### src/rtl/hlo_pkg.sv
// Shared types, sizes, opcodes, register indexes and the log2 fraction table
// of the histogram log-odds classifier. Depends on nothing.
`default_nettype none
package hlo_pkg;
  localparam int CELLS = 256;
  localparam int CELL_W = $clog2(CELLS);
  localparam int MAX_FEATURES = 16;
  localparam int FEAT_W = $clog2(MAX_FEATURES);
  localparam int MAX_CLASSES = 8;
  localparam int CLS_W = $clog2(MAX_CLASSES);
  localparam int CNT_W = 24;
  localparam int ROW_W = (MAX_CLASSES + 1) * CNT_W;
  localparam int ADDR_W = FEAT_W + CELL_W;
  localparam int ROWS = MAX_FEATURES * CELLS;
  localparam int LOG_W = 40;
  localparam int LOGQ_W = 14;
  localparam int LN2_Q16 = 45426;
  localparam int PADDR_W = 4;

  localparam logic [1:0] OP_RESTART   = 2'd0;
  localparam logic [1:0] OP_CALIBRATE = 2'd1;
  localparam logic [1:0] OP_TRAIN     = 2'd2;
  localparam logic [1:0] OP_CLASSIFY  = 2'd3;

  localparam logic [1:0] REG_CLASS_COUNT   = 2'd0;
  localparam logic [1:0] REG_FEATURE_COUNT = 2'd1;
  localparam logic [1:0] REG_SMOOTHING     = 2'd2;

  typedef logic [CNT_W-1:0] cnt_t;
  typedef logic [ROW_W-1:0] row_t;
  typedef logic [ADDR_W-1:0] addr_t;

  typedef struct packed {
    logic  we;
    addr_t addr;
    row_t  data;
  } mem_wr_t;

  localparam logic [7:0] LG_FRAC [64] = '{
    8'd0, 8'd6, 8'd11, 8'd17, 8'd22, 8'd28, 8'd33, 8'd38,
    8'd44, 8'd49, 8'd54, 8'd59, 8'd63, 8'd68, 8'd73, 8'd78,
    8'd82, 8'd87, 8'd92, 8'd96, 8'd100, 8'd105, 8'd109, 8'd113,
    8'd118, 8'd122, 8'd126, 8'd130, 8'd134, 8'd138, 8'd142, 8'd146,
    8'd150, 8'd154, 8'd157, 8'd161, 8'd165, 8'd169, 8'd172, 8'd176,
    8'd179, 8'd183, 8'd186, 8'd190, 8'd193, 8'd197, 8'd200, 8'd203,
    8'd207, 8'd210, 8'd213, 8'd216, 8'd220, 8'd223, 8'd226, 8'd229,
    8'd232, 8'd235, 8'd238, 8'd241, 8'd244, 8'd247, 8'd250, 8'd253
  };
endpackage
`default_nettype wire

### src/rtl/hlo_cell_div.sv
// Restoring divider for the cell number, one quotient bit per cycle.
// Depends on hlo_pkg.
`default_nettype none
module hlo_cell_div (
  input  logic                       clk,
  input  logic                       rst,
  input  logic                       start,
  input  logic [32:0]                off,
  input  logic [32:0]                span,
  output logic                       done,
  output logic [hlo_pkg::CELL_W-1:0] q
);
  import hlo_pkg::*;
  localparam int CW = $clog2(CELL_W + 1);

  logic          busy;
  logic [33:0]   rem;
  logic [32:0]   dv;
  logic [CW-1:0] cnt;
  logic [33:0]   r2;
  logic          ge;

  assign r2 = {rem[32:0], 1'b0};
  assign ge = r2 >= {1'b0, dv};

  always_ff @(posedge clk) begin
    if (rst) begin
      busy <= 1'b0;
      done <= 1'b0;
    end else begin
      done <= 1'b0;
      if (start) begin
        busy <= 1'b1;
        rem  <= {1'b0, off};
        dv   <= span;
        cnt  <= CW'(CELL_W);
      end else if (busy) begin
        rem <= ge ? (r2 - {1'b0, dv}) : r2;
        q   <= CELL_W'({q, ge});
        cnt <= cnt - CW'(1);
        if (cnt == CW'(1)) begin
          busy <= 1'b0;
          done <= 1'b1;
        end
      end
    end
  end
endmodule
`default_nettype wire

### config.mk
export PLATFORM = sky130hd
export DESIGN_NAME = hlo_cell_div
export DESIGN_NICKNAME = d
export VERILOG_FILES = /design/src/rtl/hlo_pkg.sv /design/src/rtl/hlo_cell_div.sv
export SDC_FILE = /design/constraint.sdc
export NUM_CORES = 1
export LEC_CHECK = 0
export BUFFER_PORTS_ARGS = -buffer_cell sky130_fd_sc_hd__buf_2
export CORE_MARGIN = 2
export CORE_UTILIZATION = 54
export CTS_CLUSTER_DIAMETER = 30
export DETAILED_ROUTE_END_ITERATION = 10
export PLACE_DENSITY = 0.74
export SLEW_MARGIN = 20
export SYNTH_ARGS = -nofsm -noshare
export SYNTH_HDL_FRONTEND = slang
export SYNTH_SLANG_ARGS = --single-unit
### constraint.sdc
create_clock -name clk -period 3.29 [get_ports clk]
set_input_delay 0.1645 -clock clk [delete_from_list [all_inputs] [get_ports clk]]
set_output_delay 0.1645 -clock clk [all_outputs]
set_load 0.01 [all_outputs]
# Word level (Yosys, flattened, before mapping)
# Cells that the tools add are included.
[op_classes] n_addsub=2 n_mul=0 n_div=0 magnitude_cmp=1 eq_ne=1 shift=0 mux=8 bitwise=3 n_reduce_logical=5
[ops] operator="$mux 33" n=3
[ops] operator="$ge 34x33->1" n=1
[ops] operator="$sub 33x33->33" n=1
[ops] operator="$eq 4x1->1 const B" n=1
[ops] operator="$mux 1" n=4
[ops] operator="$mux 4" n=1
[ops] operator="$reduce_and 2->1" n=2
[ops] operator="$sub 4x1->4 const B" n=1
[ops] operator="$not 1->1" n=3
[ops] operator="$reduce_and 3->1" n=1
[ops] operator="$reduce_or 3->1" n=1
[ops] operator="$reduce_bool 2->1" n=1
[word_totals] register_bits=80 latchBits=0 ram_bits=0 romBits=0 input_bits=69 output_inout_bits=9 n_memories=0

# Logic depth before layout (Yosys ltp)
[logic_depth] ltp_word=4 depth_mapped=13

# Worst setup path after synthesis
# OpenSTA, ideal clock, no wires.
[synth_path] path_kind="reg-to-reg" start="reg rem[18]" end="reg rem[30], data pin" setup_ns=0.261 arrival_ns=2.607 required_ns=3.029 slack_ns=0.422 stages_incl_launch_ff=10 path_buffers=0 cell_sequence="edfxtp_1 ha_1 and4_1 and3_1 a22oi_2 o211a_1 o211ai_2 a221oi_1 mux2_2 a221o_1"
[synth_via] elab_chain_len=4
[synth_lines] item="start: declaration" line="hlo_cell_div.sv:17" rtl="logic [33:0] rem;"
[synth_lines] item="start signal: assignment" line="hlo_cell_div.sv:34" rtl="rem <= {1'b0, off};"
[synth_lines] item="start signal: assignment" line="hlo_cell_div.sv:38" rtl="rem <= ge ? (r2 - {1'b0, dv}) : r2;"
[synth_lines] item="$sub 33x33->33 or $ge 34x33->1 (tied branches)" line="hlo_cell_div.sv:38, hlo_cell_div.sv:24"
[synth_lines] item="$mux 33 *" line="hlo_cell_div.sv:38"
[synth_lines] item="$mux 33 *" line="hlo_cell_div.sv:37" rtl="end else if (busy) begin"
[synth_lines] item="$mux 33 *" line="hlo_cell_div.sv:32" rtl="if (start) begin"
# Mark *: on every way between the ends. The rest lies on a longest branch, timed or not. The select of a mux whose other input is x is not followed.
# A chain may end at the register's enable or synchronous reset.

# Worst setup path in the final report
[layout_path] start="reg rem[22]" end="reg rem[16], data pin"
[layout_via] elab_chain_len=4
[layout_lines] item="$ge 34x33->1" line="hlo_cell_div.sv:24" rtl="assign ge = r2 >= {1'b0, dv};"
[layout_lines] item="$mux 33" line="hlo_cell_div.sv:38"
[layout_lines] item="$mux 33" line="hlo_cell_div.sv:37"
[layout_lines] item="$mux 33" line="hlo_cell_div.sv:32"
# Every way passes these cells. The select of a mux whose other input is x is not followed.

==> results.txt <==
----------------------------------------------------
[Setup path]
  Data required time of the critical path ... 3420 ps
  Critical path class ... flip-flop to flip-flop
  Number of cells traversed by the worst register-to-register path ... 10
  Arr. time, crit path ... 3270 ps
  Reg2reg start ... rem[22]
  Worst reg-to-reg setup slack ... 150 ps
  Crit. End Element ... flip-flop
  Nature of the critical path startpoint ... flip-flop
  Worst reg2reg endpoint ... rem[16]
  Critical path fanouts, max ... 24

[Yosys]
  Part of the Yosys area used for sequential elements ... 0.451
  Post-synthesis async set-or-reset flop share ... 0
  Post-synth EDFFs ... 78
  Number of different library cells in the post-synthesis netlist ... 69
  Synth warn ... 0
  Post-Syn Nets ... 633
  Dominant register cell in the synthesized netlist ... sky130_fd_sc_hd__edfxtp_1
  #FFs+latches synth ... 80
  Mapped Cells ... 528
  Cell area after synthesis ... 5280 um2
  Synthesized area per cell ... 10.0 um2

[STA]
  Max Slew Vio Count ... 0
  Setup repair after global routing missed its margin ... no
  Number of setup violations in the final report ... 0
  Largest clock skew in the final design ... 10.1 ps
  Worst-Margin Slew ... 952 ps
  Max-slew headroom at the worst pin ... 0.364
  Setup Total Neg Slack ... 0 ps
  Final count of hold timing violations ... 0
  Post-route minimum period ... 3140 ps
  Maximum clock rate ... 319 MHz
  Final clock period utilization by the worst path ... 0.953

[Run]
  Maximum Capacitance Violations ... 0

[Routing]
  Number of DRC markers in iteration 0 ... 121
  Final WL ... 12.8 mm
  Total vias in the final route ... 4413
  Via/cell ratio ... 5.65
  Number of DRC violations after detailed routing ... 0
  Number of optimization iterations in the first detailed-route pass ... 4
  Final ANT Viol Nets ... 0
  Routed length per instance ... 16.3 um

[CTS]
  Total clock sinks ... 80
  Maximum buffer depth of the clock tree ... 2
  Number of clock buffers inserted by TritonCTS ... 9
  Clock-pin slew on the worst setup and hold paths ... 80 ps
  Clock H-tree levels ... 3
  Buffers inserted during post-CTS setup optimization ... 0
  Buffer cell driving the clock tree root ... sky130_fd_sc_hd__clkbuf_8
  CTS tree ... built
  Post_cts resized ... 0
  Clock latency of the later-clocked register in the worst-skew pair ... 380 ps

[Global route]
  Wire length of the first global-routing pass ... 20.2 mm
  Number of antenna violations at the first check in global routing ... 0
  Residual overflow from global routing ... 0
  Maximum number of pins on one net before global-route repair ... 42
  Total Routing Usage GR ... 0.248
  Vias in the first global route ... 4381

[Place]
  Port-buffer cells ... 77
  Routability congestion estimate ... 0.933
  Inst Count DP ... 732
  Detailed placer's ending HPWL ... 9.09 mm

[Hold path]
  Class of the tightest hold or removal check ... input pin to flip-flop
  Hold Path Sink ... busy
  Source of the worst hold timing path ... rst
  Cell count of the worst hold path ... 2

[Power and ir drop]
  Worst voltage drop across the vdd grid ... 0.293 mV
  Overall Power ... 0.00292 W
  Power per unit of standard cell area ... 457 nW/um2
  Leak Pwr ... 2.71 nW

[Layout]
  Number of diodes ... 0
  Final Net Count ... 748
  Number of filler cells placed in the layout ... 826
  Most common cell after layout, fill and taps aside ... sky130_fd_sc_hd__edfxtp_1
  Commonest non-fill, non-tap cells in the layout ... sky130_fd_sc_hd__edfxtp_1 (78), sky130_fd_sc_hd__buf_2 (77), sky130_fd_sc_hd__a21oi_1 (48)
  Share of final-layout standard cells stronger than drive strength 1 ... 0.196
  Layout Cells excl Fill ... 781
  Area growth from synthesis to final layout ... 20.6%

[Floorplanning]
  Total die area ... 10600 um2
  FP Rows ... 36
  Die Span X ... 103 um
  Height of the chip ... 103 um
  Number of I/O pins ... 78
  Effective utilization at floorplan ... 0.548
  Core box area ... 9640 um2

[Run status]
  Run status ... complete, no violations

----------------------------------------------------
-- layer usage --
metal / global-route usage / wire length (um) / vias up
met5: 0 / 0 / -
met4: 0.108 / 248 / 0
li1: - / - / 2196
met3: 0.0332 / 420 / 21
met2: 0.429 / 6300 / 95
met1: 0.311 / 5790 / 2101
-- synth_stat cells, drive strengths merged, types with 3 or more instances --
library cell / instances / area, um2
clkbuf: 12 / 45.0
xnor2: 15 / 131
o21bai: 5 / 37.5
inv: 44 / 165
nor3b: 6 / 45.0
a21oi: 49 / 249
and2: 3 / 18.8
nand3: 5 / 25.0
a211oi: 4 / 30.0
nand2: 42 / 158
and3: 8 / 50.1
o21a: 9 / 67.6
o211ai: 11 / 92.6
ha: 35 / 438
o221ai: 3 / 26.3
a31oi: 4 / 25.0
mux2i: 10 / 100
a221oi: 3 / 38.8
nor3: 13 / 70.1
a41oi: 4 / 42.6
nor2: 50 / 190
nand4: 5 / 31.3
nor2b: 5 / 31.3
xor2: 7 / 61.3
edfxtp: 78 / 2340
buf: 10 / 62.6
o311a: 4 / 40.0
o21ai: 18 / 90.1
a221o: 6 / 60.1
a21o: 15 / 113
nand2b: 9 / 56.3
-- worst max-delay path by stage --
stage | start | cells after the start | end | slack (ps)
global route | rem[22] | 10 | rem[16] | 9
floorplan | rem[18] | 9 | rem[30] | 420
finish | rem[22] | 10 | rem[16] | 150
global placement | rem[22] | 10 | rem[16] | 220
CTS | rem[22] | 10 | rem[16] | 150
detailed placement | rem[22] | 10 | rem[16] | 200
-- flip-flops by register name, indices dropped and copies added (netlist names) --
signal	count
dv	33
rem	33
q	8
cnt	4
busy	1
done	1
-- layout make-up --
type                       instances  area [um2]  area share
tap                              133         166      0.0261
clock inverter                     5        32.5     0.00510
inverter                          44         165      0.0259
multi-input combinational        382        2650       0.416
timing repair buffer             126         836       0.131
clock buffer                      11         141      0.0222
sequential                        80        2380       0.374
-- metrics by stage --
| stage | area (um2) | hold WS [ps] | setup slack [ps] | utilization |
|---|---|---|---|---|
| after floorplan | 5280 | 237 | 422 | - |
| after global placement | 5860 | 341 | 217 | 0.608 |
| after detailed placement | 5860 | 343 | 196 | 0.608 |
| after CTS | 6370 | 12.2 | 151 | 0.661 |
| after global routing | 6370 | 48.3 | 8.52 | 0.661 |
| final | 6370 | 32.8 | 153 | 0.661 |
-- critical path, cell delays in order (launching register included) --
cell                        delay, ps
sky130_fd_sc_hd__edfxtp_1         400
sky130_fd_sc_hd__ha_1             420
sky130_fd_sc_hd__a21o_1           230
sky130_fd_sc_hd__a311o_1          380
sky130_fd_sc_hd__a221oi_2         190
sky130_fd_sc_hd__o211ai_1         190
sky130_fd_sc_hd__a41oi_4          350
sky130_fd_sc_hd__buf_4            350
sky130_fd_sc_hd__nor2b_1           80
sky130_fd_sc_hd__a41oi_1          210
sky130_fd_sc_hd__a2bb2oi_1         90
-- kinds of logic (layout without fill, tap and decap cells) --
kind of cell | after synthesis | count (layout) | share of synthesized area
muxes | 12 | 12 | 0.0232
buffers and inverters | 66 | 186 | 0.0516
DFF | 80 | 80 | 0.451
AOI/OAI and AO/OA | 154 | 154 | 0.205
adders and majority gates | 36 | 36 | 0.0867
xor gates and xnor gates | 22 | 22 | 0.0365
and+or+nand+nor | 158 | 158 | 0.146
-- power by group --
group / total, W / leakage, nW / internal, W / switching (W)
Sequential: 0.00126 / 0.749 / 0.00122 / 0.0000356
Combinational: 0.000982 / 1.88 / 0.000432 / 0.000550
Clock: 0.000676 / 0.0813 / 0.000292 / 0.000384
-- repair_timing --
item / in CTS / in global routing
hold buffers: 33 / 0
endpoints found under the setup margin: 0 / 0
endpoints found under the hold margin: 33 / 0
Note: power is estimated with default switching activity, not from simulation.
