--- src/rtl/hlo_pkg.sv ---
// Shared types, sizes, opcodes, register indexes and the log2 fraction table
// of the histogram log-odds classifier. Depends on nothing.
`default_nettype none
package hlo_pkg;
  localparam int CELLS = 256;
  localparam int CELL_W = $clog2(CELLS);
  localparam int MAX_FEATURES = 16;
  localparam int FEAT_W = $clog2(MAX_FEATURES);
  localparam int MAX_CLASSES = 8;
  localparam int CLS_W = $clog2(MAX_CLASSES);
  localparam int CNT_W = 24;
  localparam int ROW_W = (MAX_CLASSES + 1) * CNT_W;
  localparam int ADDR_W = FEAT_W + CELL_W;
  localparam int ROWS = MAX_FEATURES * CELLS;
  localparam int LOG_W = 40;
  localparam int LOGQ_W = 14;
  localparam int LN2_Q16 = 45426;
  localparam int PADDR_W = 4;

  localparam logic [1:0] OP_RESTART   = 2'd0;
  localparam logic [1:0] OP_CALIBRATE = 2'd1;
  localparam logic [1:0] OP_TRAIN     = 2'd2;
  localparam logic [1:0] OP_CLASSIFY  = 2'd3;

  localparam logic [1:0] REG_CLASS_COUNT   = 2'd0;
  localparam logic [1:0] REG_FEATURE_COUNT = 2'd1;
  localparam logic [1:0] REG_SMOOTHING     = 2'd2;

  typedef logic [CNT_W-1:0] cnt_t;
  typedef logic [ROW_W-1:0] row_t;
  typedef logic [ADDR_W-1:0] addr_t;

  typedef struct packed {
    logic  we;
    addr_t addr;
    row_t  data;
  } mem_wr_t;

  localparam logic [7:0] LG_FRAC [64] = '{
    8'd0, 8'd6, 8'd11, 8'd17, 8'd22, 8'd28, 8'd33, 8'd38,
    8'd44, 8'd49, 8'd54, 8'd59, 8'd63, 8'd68, 8'd73, 8'd78,
    8'd82, 8'd87, 8'd92, 8'd96, 8'd100, 8'd105, 8'd109, 8'd113,
    8'd118, 8'd122, 8'd126, 8'd130, 8'd134, 8'd138, 8'd142, 8'd146,
    8'd150, 8'd154, 8'd157, 8'd161, 8'd165, 8'd169, 8'd172, 8'd176,
    8'd179, 8'd183, 8'd186, 8'd190, 8'd193, 8'd197, 8'd200, 8'd203,
    8'd207, 8'd210, 8'd213, 8'd216, 8'd220, 8'd223, 8'd226, 8'd229,
    8'd232, 8'd235, 8'd238, 8'd241, 8'd244, 8'd247, 8'd250, 8'd253
  };
endpackage
`default_nettype wire

--- src/rtl/hlo_log2.sv ---
// Multi-cycle log2 unit: byte-wise normalize, then table lookup, Q6.8 result.
// Depends on hlo_pkg.
`default_nettype none
module hlo_log2 (
  input  logic                       clk,
  input  logic                       rst,
  input  logic                       start,
  input  logic [hlo_pkg::LOG_W-1:0]  x,
  output logic                       done,
  output logic [hlo_pkg::LOGQ_W-1:0] y
);
  import hlo_pkg::*;

  logic             busy;
  logic [LOG_W-1:0] sh;
  logic [5:0]       e;
  logic [2:0]       pos;
  logic [LOG_W-1:0] norm;
  logic [5:0]       efin;

  always_comb begin
    pos = 3'd0;
    for (int i = 0; i < 8; i++) begin
      if (sh[LOG_W-8+i]) pos = 3'(i);
    end
    norm = sh << (~pos);
    efin = e - {3'b000, ~pos};
  end

  always_ff @(posedge clk) begin
    if (rst) begin
      busy <= 1'b0;
      done <= 1'b0;
    end else begin
      done <= 1'b0;
      if (start) begin
        busy <= 1'b1;
        sh   <= (x == '0) ? LOG_W'(1) : x;
        e    <= 6'(LOG_W - 1);
      end else if (busy) begin
        if (sh[LOG_W-1 -: 8] == 8'd0) begin
          sh <= sh << 8;
          e  <= e - 6'd8;
        end else begin
          busy <= 1'b0;
          done <= 1'b1;
          y    <= {efin, LG_FRAC[norm[LOG_W-2 -: 6]]};
        end
      end
    end
  end
endmodule
`default_nettype wire

--- config.mk ---
export PLATFORM = sky130hd
export DESIGN_NAME = hlo_log2
export DESIGN_NICKNAME = d
export VERILOG_FILES = /design/src/rtl/hlo_pkg.sv /design/src/rtl/hlo_log2.sv
export SDC_FILE = /design/constraint.sdc
export NUM_CORES = 1
export LEC_CHECK = 0
export BUFFER_PORTS_ARGS = -buffer_cell sky130_fd_sc_hd__clkbuf_2
export CAP_MARGIN = 20
export CORE_ASPECT_RATIO = 2
export CORE_MARGIN = 5
export CORE_UTILIZATION = 50
export CTS_CLUSTER_DIAMETER = 60
export DETAILED_ROUTE_END_ITERATION = 6
export GPL_ROUTABILITY_DRIVEN = 0
export HOLD_SLACK_MARGIN = 0.1
export PLACE_DENSITY = 0.86
export REMOVE_ABC_BUFFERS = 1
export SETUP_SLACK_MARGIN = 0.15
export SLEW_MARGIN = 5
export SYNTH_ARGS = -nofsm -noshare
export SYNTH_HDL_FRONTEND = slang
export SYNTH_SLANG_ARGS = --single-unit
--- constraint.sdc ---
create_clock -name clk -period 3.8 [get_ports clk]
set_clock_uncertainty 0.05 [all_clocks]
set_input_delay 0.19 -clock clk [delete_from_list [all_inputs] [get_ports clk]]
set_output_delay 0.19 -clock clk [all_outputs]
set_load 0.03 [all_outputs]
# After elaboration in Yosys (flattened, before gate mapping)
# Memory sizes are Yosys's and may differ from the RTL's. A register that Yosys moved wholly into a read port is not among the register bits.
# Cells that the tools add are included.
# W data, S select, Z words.
[word_totals] input_bits=43 elab_cells=42 mem_bits_ro=512 memories=1 reg_bits=62 output_inout_bits=15
[classes] mux=19 n_reduce_logical=7 shift=1 bitwise=6 magnitude_cmp=1 add_sub_neg=2
[mem_list] name="(name not given)" words=64 width=8 rd=1 rd_ports_with_merged_regs=1 wr=0 line_no="hlo_log2.sv:47" source="y <= {efin, LG_FRAC[norm[LOG_W-2 -: 6]]};"
[ops] operator="$mux W40" n=4
[ops] operator="$logic_not A40 Y1" n=1
[ops] operator="$shl A40 B3 Y39" n=1
[ops] operator="$mux W8" n=2
[ops] operator="$mux W3" n=5
[ops] operator="$mux W6" n=2
[ops] operator="$logic_not A8 Y1" n=1
[ops] operator="$ge A7 B7 Y1 const B" n=1
[ops] operator="$not A6 Y7" n=1
[ops] operator="$sub A6 B3 Y6" n=1
[ops] operator="$sub A6 B4 Y6 const B" n=1
[ops] operator="$mux W1" n=5
[ops] operator="$not A1 Y1" n=4
[ops] operator="$reduce_and A4 Y1" n=1
[ops] operator="$reduce_bool A2 Y1" n=2
[ops] operator="$not A3 Y3" n=1
[ops] operator="$reduce_and A3 Y1" n=1
[ops] operator="$reduce_or A3 Y1" n=1
[ops] operator="$mux W2" n=1

# Depth between registers and ports, before layout
[logic_depth] word_depth=13 ltp_mapped=14

# Worst setup path before layout
# No wires, ideal clock.
[synth_path] kind="reg2reg" start="reg sh[37]" end="reg e[3] (enable)" arrival_time_ns=3.109 path_slack_ns=0.198 n_path_buf=1 path_stages_with_launch=7 cell_sequence="edfxtp_1 -> buf_6 -> nor4_4 -> nand2_1 -> nor3_1 -> a21oi_1 -> nor2_1"
[synth_between] elab_chain_cells=3
[synth_rtl] element="from (decl)" line_no="hlo_log2.sv:15" source="logic [LOG_W-1:0] sh;"
[synth_rtl] element="from (signal assigned)" line_no="hlo_log2.sv:38" source="sh <= (x == '0) ? LOG_W'(1) : x;"
[synth_rtl] element="from (signal assigned)" line_no="hlo_log2.sv:42" source="sh <= sh << 8;"
[synth_rtl] element="$logic_not A8 Y1" line_no="hlo_log2.sv:41" source="if (sh[LOG_W-1 -: 8] == 8'd0) begin"
[synth_rtl] element="$reduce_bool A2 Y1 (no source line)"
[synth_rtl] element="$reduce_and A3 Y1 (no source line)"
[synth_rtl] element="to (signal assigned)" line_no="hlo_log2.sv:39" source="e <= 6'(LOG_W - 1);"
[synth_rtl] element="to (signal assigned)" line_no="hlo_log2.sv:43" source="e <= e - 6'd8;"
[synth_rtl] element="to (decl)" line_no="hlo_log2.sv:16" source="logic [5:0] e;"
# No other way between the ends.
# A chain may end at the register's enable or synchronous reset.

# Worst setup path after layout
[layout_path] start="reg sh[38]" end="reg y[4] in the netlist's numbering, data pin"
[layout_between] elab_chain_cells=5 word_cells_on_any_way=8 classes_between="shift (1); mux (2); bitwise (3); reduce/logical (2)"
[layout_rtl] element="$mux W3 (2 in a row)" line_no="hlo_log2.sv:24" source="if (sh[LOG_W-8+i]) pos = 3'(i);"
[layout_rtl] element="$not A3 Y3" line_no="hlo_log2.sv:26" source="norm = sh << (~pos);"
[layout_rtl] element="$shl A40 B3 Y39" line_no="hlo_log2.sv:26"
[layout_rtl] element="$not A6 Y7 (implied by the code)" line_no="hlo_log2.sv:47"
[layout_rtl] element="to (decl)" line_no="hlo_log2.sv:10" source="output logic [hlo_pkg::LOGQ_W-1:0] y"
# Parallel ways exist; a longest one is shown, timed or not.

==> flow_summary.ini <==
[clock_tree]
clkSlewWorstSetupHoldPaths_ps = 50
clock_tree.htree_level_count = 3
clockBufferDepth = 2
cts_made_buffers = 9
clock_insertion_delay_worst_skew_ps = 330
post_cts.repair.setup_buffers = 0
cts_sinks = 59
cts_tree = built
cts.root.buffer_cell = sky130_fd_sc_hd__clkbuf_16

[yosys]
mappedNetlistArea_um2 = 3660
synth-warning-count = 0
netlist_instances = 332
yosysTopAreaCellShare = 0.467
synth.most_common_cell = sky130_fd_sc_hd__edfxtp_1
count_of_state_elements_after_synthesis = 59
synth-edff-count = 57
avgSynthCellArea_um2 = 11.0
synthFlopType = sky130_fd_sc_hd__edfxtp_1
yosysSeqAreaShare = 0.478
synth_top_cells_by_count = sky130_fd_sc_hd__edfxtp_1, sky130_fd_sc_hd__mux2_2, sky130_fd_sc_hd__nor2_1
synth.distinct_cells = 67
synthTopCellsByArea = sky130_fd_sc_hd__edfxtp_1, sky130_fd_sc_hd__mux2_2, sky130_fd_sc_hd__ha_1
synth_async_sr_flop_share = 0
synth_largest_area_cell = sky130_fd_sc_hd__edfxtp_1

[run]
drv.max_cap_violation_count = 0

[sta]
report.final.setup_viol = 0
clock.fmax_mhz = 292
transition_time_at_the_pin_with_the_least_slew_margin_ps = 931
worst_hold_slack_ps = 126
setup_slack_of_the_critical_path_after_layout_ps = 375
final_min_period_ps = 3430
timing_max_transition_violations_final = 0
report.final.hold_viol_count = 0
timing.max_slew.rel_slack = 0.379
rsz0062_at_grt = no
period_share = 0.901
timing.setup.tns_ps = 0

[global_route]
grt_first_pass_wirelength_um = 14800
antenna_violations_before_repair = 0
largest_net_degree_at_the_start_of_global_routing = 44
globalRouteTotalUtil = 0.211
number_of_global_route_vias_before_repair = 3068
grt_overflow_total = 0

[drt]
drt_pre_antenna_iters = 5
totalWireLength_um = 9560
highest_layer = met4
detail_route.vias_per_cell = 6.26
drtIter0Drc = 365
ant_nets = 0
drc = 0
met1_length_um = 3030
routed_len_inst_um = 19.7
wl_met2_um = 5240
met3_wl_um = 701
num_vias = 3031

[floorplanning]
std_cell_rows = 44
die_y_um = 131
boundaryPins = 58
design.die.area_um2 = 9240
design.core.area_um2 = 7210
initial_utilization = 0.508
die_boundary_width_um = 70.5

[placement]
hpwl_um = 7010
placed_cells_incl_taps = 467
dpl-instance-area_um2 = 4020
dp_worst_setup_slack_ps = 453
numPortBuffers = 57

[worst_hold_path]
worstHoldPathType = in2reg

[critical_path]
data_arrival_at_the_endpoint_of_the_critical_path_ps = 3470
critPathRequiredTime_ps = 3850
critical_path_class = reg2reg
timing.critical_path.to_type = flop
critPathLaunchType = flop
critPathMaxFanout = 10

[finish]
final-seq-area_um2 = 1750
multi_input_comb_area_um2 = 1730
insertedDiodeCount = 0
n_fill_cell = 539
area_growth_pct = 19.0
finish.instance_area_um2 = 4360
design.final.nets = 441
layout-drive-gt1-share = 0.339
final-instance-count-excl-fill = 484

[outcome]
status = complete, no violations

[pwr]
power.share.combinational = 0.164
switching_power_uw = 506
pwr_density_cell_nw_per_um2 = 452
power.share.sequential = 0.393
power.ir.vdd_worst_v = 0.000442
intPower_uw = 1460
clock_power_share = 0.442
power.share.switching = 0.257
leakage_uw = 0.00169
==> cells in the final DEF, fill, tap and decap left out, types with 3 or more instances in the layout <==
cell,netlist,routed
sky130_fd_sc_hd__edfxtp_1,57,57
sky130_fd_sc_hd__ha_1,11,11
sky130_fd_sc_hd__o21ai_0,9,9
sky130_fd_sc_hd__o21ai_1,5,5
sky130_fd_sc_hd__nand2_1,16,16
sky130_fd_sc_hd__nand2b_1,5,5
sky130_fd_sc_hd__a21o_1,3,3
sky130_fd_sc_hd__and3_1,3,3
sky130_fd_sc_hd__nor2_1,26,24
sky130_fd_sc_hd__nand3_1,6,6
sky130_fd_sc_hd__a21oi_1,19,19
sky130_fd_sc_hd__a221oi_1,3,3
sky130_fd_sc_hd__xnor2_1,3,3
sky130_fd_sc_hd__mux2i_1,7,7
sky130_fd_sc_hd__o211ai_1,7,7
sky130_fd_sc_hd__nor4_1,10,10
sky130_fd_sc_hd__inv_1,19,19
sky130_fd_sc_hd__o31ai_1,3,3
sky130_fd_sc_hd__o22ai_1,4,4
sky130_fd_sc_hd__clkbuf_16,0,9
sky130_fd_sc_hd__clkbuf_2,0,57
sky130_fd_sc_hd__mux2_2,32,32
sky130_fd_sc_hd__nand4_1,3,3
sky130_fd_sc_hd__nor3_1,7,7
sky130_fd_sc_hd__buf_4,3,9
==> metal layers <==
metal	global-route usage	up-vias
li1	-	1374
met2	0.409	186
met3	0.0687	53
met1	0.180	1418
met4	0.129	0
met5	0	-
==> logic make-up after synthesis <==
| kind of cell | share of synthesized area |
|---|---|
| AOI/OAI and AO/OA | 0.159 |
| adders and majority gates | 0.0376 |
| xor gates and xnor gates | 0.00717 |
| and+or+nand+nor | 0.142 |
| buffers and inverters | 0.0550 |
| muxes | 0.121 |
| DFF | 0.478 |
==> what timing repair did <==
item,in CTS,in global routing
setup endpoints to repair,0,1
hold endpoints to repair,2,0
hold buffers,1,0
gates resized for setup,0,1
==> area by class of cell <==
type,count,share of cell area
clock buffers,9,0.0517
clock inverters,7,0.0227
inverters,21,0.0181
multi-input cells,229,0.396
flip-flops and latches,59,0.402
well taps,92,0.0264
repair buffers,67,0.0832
==> worst paths after layout <==
check | start | end | slack (ps) | cells past startpoint
worst min-delay path | x[0] | sh[0]$_SDFFCE_PN0P_ | 130 | 2
worst max-delay path | sh[38]$_DFFE_PP_ | y[4]$_DFFE_PP_ | 370 | 12
worst max register to register | sh[38]$_DFFE_PP_ | y[4]$_DFFE_PP_ | 370 | 12
worst min register to register | e[4]$_SDFFCE_PP0P_ | y[12]$_DFFE_PP_ | 400 | 0
==> power by group through the flow <==
stage | Sequential (uW) | Clock (uW) | Combinational (uW)
global placement | 784 | 0 | 303
detailed placement | 786 | 0 | 312
CTS | 773 | 874 | 317
finish | 774 | 871 | 323
global route | 776 | 910 | 348
floorplan | 787 | 0 | 200
==> metrics by stage <==
stage          power, uW   util
6_report            1970  0.604
5_1_grt             2030  0.604
4_1_cts             1960  0.604
3_5_place_dp        1100  0.558
3_3_place_gp        1090  0.558
2_1_floorplan        987      -
==> registers in the layout, indices dropped and copies added (netlist names) <==
register	count
e	3
sh	40
y	14
done	1
busy	1
==> worst max-delay path: stages (launching register included) <==
cell and delay, ps:
sky130_fd_sc_hd__edfxtp_1 670, sky130_fd_sc_hd__nor2b_4 80, sky130_fd_sc_hd__nor2_1 400, sky130_fd_sc_hd__and3_1 270, sky130_fd_sc_hd__nor2_1 80, sky130_fd_sc_hd__o221a_2 280, sky130_fd_sc_hd__inv_1 180, sky130_fd_sc_hd__ha_1 350
sky130_fd_sc_hd__inv_1 70, sky130_fd_sc_hd__o21a_1 180, sky130_fd_sc_hd__a21oi_1 130, sky130_fd_sc_hd__o21ai_0 80, sky130_fd_sc_hd__o21ai_0 350
No activity file was read; power rests on OpenSTA's default activity.
